`src/hdl/mma_pkg.sv`:
```
// Shared types and constants for the matrix multiply-accumulate block.
// Field widths of the stream items, item kind codes, register indexes and
// the control structs passed between the sequencer, the stores and the MAC unit.
`default_nettype none

package mma_pkg;

  // Item field widths
  localparam int KIND_W     = 2;
  localparam int IDX_W      = 3;
  localparam int OPV_W      = 16;
  localparam int START_W    = 40;
  localparam int SUM_W      = 40;
  localparam int CFG_W      = 4;
  localparam int CFG_IDX_W  = 2;

  // Packed stream widths, padded to whole bytes
  localparam int IN_DATA_W  = 64;
  localparam int OUT_DATA_W = 48;

  // Size register value after reset
  localparam logic [CFG_W-1:0] DIM_RESET = 4'd8;

  typedef enum logic [KIND_W-1:0] {
    KIND_LOAD_A = 2'd0,
    KIND_LOAD_B = 2'd1,
    KIND_LOAD_C = 2'd2,
    KIND_RUN    = 2'd3
  } kind_t;

  // Configuration register indexes
  localparam logic [CFG_IDX_W-1:0] CFG_ROWS   = 2'd0;
  localparam logic [CFG_IDX_W-1:0] CFG_COLS   = 2'd1;
  localparam logic [CFG_IDX_W-1:0] CFG_INNERS = 2'd2;

  // Write enables of the three element stores
  typedef struct packed {
    logic a;
    logic b;
    logic c;
  } st_wen_t;

  // Control that travels with one multiply-accumulate step
  typedef struct packed {
    logic vld;    // step carries a product
    logic first;  // first inner index: start from the stored C element
    logic fin;    // last inner index: element complete after this step
  } mac_ctl_t;

endpackage

`default_nettype wire

```
`src/hdl/mma_mac.sv`:
```
// Shared multiply and saturating accumulate unit, two register stages.
// Depends on mma_pkg for the step control struct.
`default_nettype none

module mma_mac import mma_pkg::*; #(
  parameter int OPERAND_WIDTH = 16,
  parameter int ACCUM_WIDTH   = 40
) (
  input  wire logic                            clk,
  input  wire logic                            rst_n,
  input  wire mac_ctl_t                        ctl,
  input  wire logic signed [OPERAND_WIDTH-1:0] a_op,
  input  wire logic signed [OPERAND_WIDTH-1:0] b_op,
  input  wire logic signed [ACCUM_WIDTH-1:0]   c_base,
  output logic                                 res_vld,
  output logic signed [ACCUM_WIDTH-1:0]        res
);

  localparam int PW = 2 * OPERAND_WIDTH;
  localparam int SW = ((ACCUM_WIDTH > PW) ? ACCUM_WIDTH : PW) + 1;

  mac_ctl_t                      ctl_p_r;
  logic signed [PW-1:0]          prod_r;
  logic signed [ACCUM_WIDTH-1:0] base_r;
  logic signed [ACCUM_WIDTH-1:0] acc_r;
  logic                          res_vld_r;

  logic signed [ACCUM_WIDTH-1:0] acc_base;
  logic signed [SW-1:0]          sum_w;
  logic                          fits;
  logic signed [ACCUM_WIDTH-1:0] acc_nxt;

  // Exact sum in a wide word, then clamp to the accumulator range
  always_comb begin
    acc_base = ctl_p_r.first ? base_r : acc_r;
    sum_w    = SW'(acc_base) + SW'(prod_r);
    fits     = (sum_w[SW-1:ACCUM_WIDTH-1] == {(SW-ACCUM_WIDTH+1){sum_w[SW-1]}});
    acc_nxt  = fits ? sum_w[ACCUM_WIDTH-1:0]
                    : {sum_w[SW-1], {(ACCUM_WIDTH-1){~sum_w[SW-1]}}};
  end

  always_ff @(posedge clk) begin
    prod_r <= a_op * b_op;
    base_r <= c_base;
    if (ctl_p_r.vld) begin
      acc_r <= acc_nxt;
    end
    if (!rst_n) begin
      ctl_p_r   <= '0;
      res_vld_r <= 1'b0;
    end else begin
      ctl_p_r   <= ctl;
      res_vld_r <= ctl_p_r.vld & ctl_p_r.fin;
    end
  end

  assign res_vld = res_vld_r;
  assign res     = acc_r;

endmodule

`default_nettype wire

```
`config.mk`:
```
export PLATFORM = sky130hd
export DESIGN_NAME = mma_mac
export DESIGN_NICKNAME = d
export VERILOG_FILES = /design/src/hdl/mma_pkg.sv /design/src/hdl/mma_mac.sv
export SDC_FILE = /design/constraint.sdc
export NUM_CORES = 1
export LEC_CHECK = 0
export CAP_MARGIN = 30
export CORE_UTILIZATION = 55
export CTS_BUF_LIST = sky130_fd_sc_hd__clkbuf_2
export CTS_CLUSTER_SIZE = 10
export DETAILED_ROUTE_END_ITERATION = 10
export DONT_BUFFER_PORTS = 1
export GPL_ROUTABILITY_DRIVEN = 0
export PLACE_DENSITY = 0.78
export SKIP_LAST_GASP = 1
export SYNTH_ARGS = -nofsm -noshare
export SYNTH_HDL_FRONTEND = slang
export SYNTH_SLANG_ARGS = --single-unit
```
`constraint.sdc`:
```
create_clock -name clk -period 8.5 [get_ports clk]
set_input_delay 0.425 -clock clk [delete_from_list [all_inputs] [get_ports clk]]
set_output_delay 0.425 -clock clk [all_outputs]
set_load 0.01 [all_outputs]
```
# --- Yosys cells after proc, flatten, opt, wreduce, memory -nomap -nowiden ---
# Index checks and enable logic that the tools add are counted.
word_totals:
  mem_bits_ro: 0
  input_bits: 77
  reg_bits: 116
  out_inout_bits: 41
  elab_cells: 14
  memories: 0
  mem_bits_rw: 0
  latch_bits: 0
classes:
  n_bitwise: 2
  n_eq_ne: 1
  n_shift: 0
  div_mod_pow: 0
  muxes: 2
  order_cmp: 0
  mul: 1
  add_sub_neg: 1
  n_reduce_logical: 0
op_table:
  columns: ["cell", "n"]
  rows:
  - ["two-way mux 40 bit", 2]
  - ["adder 40 x 32 -> 41 bit", 1]
  - ["multiplier 16 x 16 -> 32 bit", 1]
  - ["AND 1 bit", 1]
  - ["equality test 1 bit", 1]
  - ["inverter 1 bit", 1]

# --- Longest topological paths before layout ---
depth:
  ltp_word: 4
  ltp_mapped: 24
  depth_no_buf: 22

# --- Least setup slack after synthesis ---
# Ideal clock, no wire load.
synth_timing:
  path_kind: "input-to-reg"
  startpoint: "in a_op[15]"
  endpoint: "reg prod_r[31]"
  path_buffers: 1
  arrival_time_ps: 6179
  cell_stages: 23
  setup_time_ps: 86
  setup_slack_ps: 2235
  required_ps: 8414
  cell_sequence: "clkbuf_1 nand2_1 inv_1 fa_1 inv_1 fa_1 fa_1 inv_1 fa_1 fa_1 inv_1 fa_1 inv_1 ha_1 a21o_1 a21o_1 a21oi_1 a21boi_1 a2111oi_2 o21ai_1 or4b_1 and3_1 a211oi_1"
synth_between:
  elab_chain_len: 1
synth_rtl:
  columns: ["item", "line_no", "rtl"]
  rows:
  - ["start: declaration", "mma_mac.sv:12", "input wire logic signed [OPERAND_WIDTH-1:0] a_op,"]
  - ["multiplier 16 x 16 -> 32 bit", "mma_mac.sv:43", "prod_r <= a_op * b_op;"]
  - ["end signal: assignment", "mma_mac.sv:43", null]
  - ["end: declaration", "mma_mac.sv:23", "logic signed [PW-1:0] prod_r;"]
# No other way between the ends.
# A chain may end at the register's enable or synchronous reset.

# --- Final worst setup path ---
layout_timing:
  startpoint: "in b_op[4]"
  endpoint: "reg prod_r[30]"
layout_between:
  elab_chain_len: 1
layout_rtl:
  columns: ["item", "line_no", "rtl"]
  rows:
  - ["start: declaration", "mma_mac.sv:13", "input wire logic signed [OPERAND_WIDTH-1:0] b_op,"]
  - ["multiplier 16 x 16 -> 32 bit", "mma_mac.sv:43", null]
# No other way between the ends.

==> results.md <==
* R2R depth at 12
* Top post-synthesis cells by area: fa_1, ha_1, dfxtp_1
* Routed wire length per instance at 17.65 um
* Post-layout minimum cycle time at 5.897 ns
* Residual DRC at 0
* Fillers at 2297
* Die Area at 0.02894 mm2
* Clk root buf: clkbuf_2
* Horiz. Die Dim at 170.1 um
* RSZ-0062 raised after global routing: false
* Fin cells at 1997
* I/O pin cnt at 118
* Post-detail-place hpwl at 28.24 mm
* Remaining Overflow, GRT at 0
* EDFF count, synth at 40
* Slew margin rel. at 34.57%
* Mean post-synth cell area at 9.808 um2
* CTS sink count at 116
* Num CTS Buffers at 17
* DRT iter0 DRCs at 985
* Final Core Density at 59.58%
* Placed instance area at 0.01582 mm2
* CTS max path bufs at 2
* Final Cycle Share at 69.38%
* Seq cells post-synth at 116
* Vias in the first global route at 11827
* Final WL at 35.25 mm
* Met1 Track Usage GR at 33.38%
* Vias at 11068
* CP max stage delay at 0.53 ns
* Worst path cell trace: and2_1 -> fa_1 -> inv_1 -> fa_1 -> fa_1 -> inv_1 -> fa_1 -> fa_1 -> inv_1 -> fa_1 -> inv_1 -> ha_1 -> nand2_1 -> o41ai_1 -> a31oi_1 -> o311ai_1 -> a211oi_1 -> o41a_1 -> o21ai_0 -> a21oi_1 -> xnor2_1
* Most frequent CP cell: fa_1
* Starting Density at 55.96%
* Flop2flop setup slack at 3.59 ns
* Htree depth at 4
* Final Max Tran Viols at 0
* Outcome: finished, final reports clean
* Layout Nets at 2067
* Post-synth top area cell: fa_1
* Rows at 61
* Grt met3 use at 5.233%
* Clock latency on the worst-skew pair at 0.67 ns
* Tot GR Track Use at 25.75%
* Syn_nets at 2047
* R2r startpoint: ctl_p_r[1]
* Largest net degree at the start of global routing at 42
* Measured slew at the worst slew-check pin at 0.9815 ns
* DP Cell Count at 1915
* P&R area growth vs syn at 6.479%
* Critical path endpoint category: flip-flop
* Top cell type's share of synthesized area at 33.87%
* Final setup TNS at 0 ns
* Yosys cell types at 70
* Port Buffer Count at 0
* Critical R2R Capture: res[25]
* Setup Viol. Count Final at 0
* Clk_skew at 0.02668 ns
* Die H at 170.1 um
* Vias per inst at 5.542
* Crit path DAT at 6.47 ns
* Crit path launch type: input port
* Layout cells sized above 1 at 6.737%
* HP Class: in -> reg
* Synth warn at 0
* Post-route ant nets at 0
* CP Launch Point: b_op[4]
* Async set-or-reset flop fraction in the synthesized netlist at 0%
* CP Max Fanout at 16
* Fin. Hold Viols at 0
* Worst setup path endpoint: prod_r[30]
* Antenna violations before repair at 2
* Pre-antenna DRT Iters at 5
* Synth Flop Type: dfxtp_1
* Netlist Area Pre-Place at 0.01555 mm2
* Share of the yosys chip area belonging to registers at 17.51%
* CTS tree: done
* Critical path class: in -> reg
* Design area at 0.01655 mm2
* Fmax at 0.1696 GHz
* Worst EP required at 9.07 ns
* First-pass GRT wire length at 58.48 mm
* GRT busiest layer: met2
* GR Util met2 at 43.82%
* Max cap viols at 0
* CTS clock-pin slew for the worst setup and hold paths at 0.16 ns
* Core box area at 0.02778 mm2
* Slowest cell on crit path: fa_1
* Most frequent cells in the layout: inv_1, fa_1, nand2_1, and2_1, ha_1
* Syn Inst Count at 1585
* Commonest non-fill, non-tap cell in the layout: inv_1
[routing by layer]
metal	vias up	share of wire (%)
met1	5486	42
met4	2	1.6
met3	58	8.3
li1	5068	-
met5	-	0.0085
met2	454	48
[through the flow]
stage | worst slack (ns) | hold slack (ns)
after floorplan | 2.235 | 0.4290
after global placement | 2.131 | 0.4384
after detailed placement | 1.946 | 0.4410
after CTS | 2.695 | 0.1106
after global routing | 2.380 | 0.1326
final | 2.603 | 0.1872
[kinds of logic after synthesis]
group	after synthesis	synth area share [%]
AO/OA/AOI/OAI	231	10.15
XOR/XNOR	70	3.992
adder cells (fa/ha/maj)	388	43.88
buffers and inverters	348	8.684
flip-flops	116	17.51
multiplexers	42	3.018
AND/OR/NAND/NOR	390	12.76
[sequential cells by signal, summed over array words and instances (netlist names)]
signal,cells
ctl_p_r,3
res_vld,1
base_r,40
res,40
prod_r,32
[Yosys cell counts, drive strengths merged (3+ instances only)]
cell type,instances
inv,299
fa,263
nand2,149
and2,135
ha,122
a21oi,85
dfxtp,76
xnor2,46
o21ai,41
edfxtp,40
mux2,39
clkbuf,38
nor2,36
a21o,31
xor2,24
nor3,13
nand3,12
a211oi,11
and3,11
buf,11
nand2b,9
o211ai,9
o21a,9
o21bai,9
nand4,7
a31oi,5
nor2b,5
or3,5
a2111oi,4
a211o,4
o31ai,4
maj3,3
mux2i,3
[layout make-up]
cell class                 instances  area, um2  share of cell area, %
tap                              378      473.0                  2.857
clock buffer                      20      100.1                 0.6047
clock inverter                    12      138.9                 0.8390
antenna                            1      2.502                0.01512
multi-input combinational       1121      11470                  69.31
sequential                       116       2725                  16.46
inverter                         299       1122                  6.780
timing repair buffer              50      518.0                  3.129
[timing repair]
action / in CTS / in global routing
endpoints found under the hold margin: 46 / 0
buffers inserted: 0 / 0
gates resized for setup: 0 / 0
hold buffers: 49 / 0
[worst min path at each step]
stage,cells after the start,slack [ns],startpoint,endpoint
3_3_place_gp,1,0.44,ctl_p_r[0],res_vld
6_report,3,0.19,a_op[2],prod_r[2]
5_1_grt,3,0.13,a_op[2],prod_r[2]
3_5_place_dp,1,0.44,ctl_p_r[0],res_vld
4_1_cts,3,0.11,a_op[2],prod_r[2]
2_1_floorplan,1,0.43,ctl_p_r[0],res_vld
[worst max-delay path, delay by kind of cell]
family / cells / cell delay [ns]
XOR/XNOR: 1 / 0.12
AO/OA/AOI/OAI: 7 / 2.07
buffers and inverters: 4 / 0.21
adder cells (fa/ha/maj): 7 / 3.37
AND/OR/NAND/NOR: 2 / 0.24
Power is left out: the tool's default activity adds up to more than one toggle a clock period on the data nets, which glitch-free logic cannot reach.
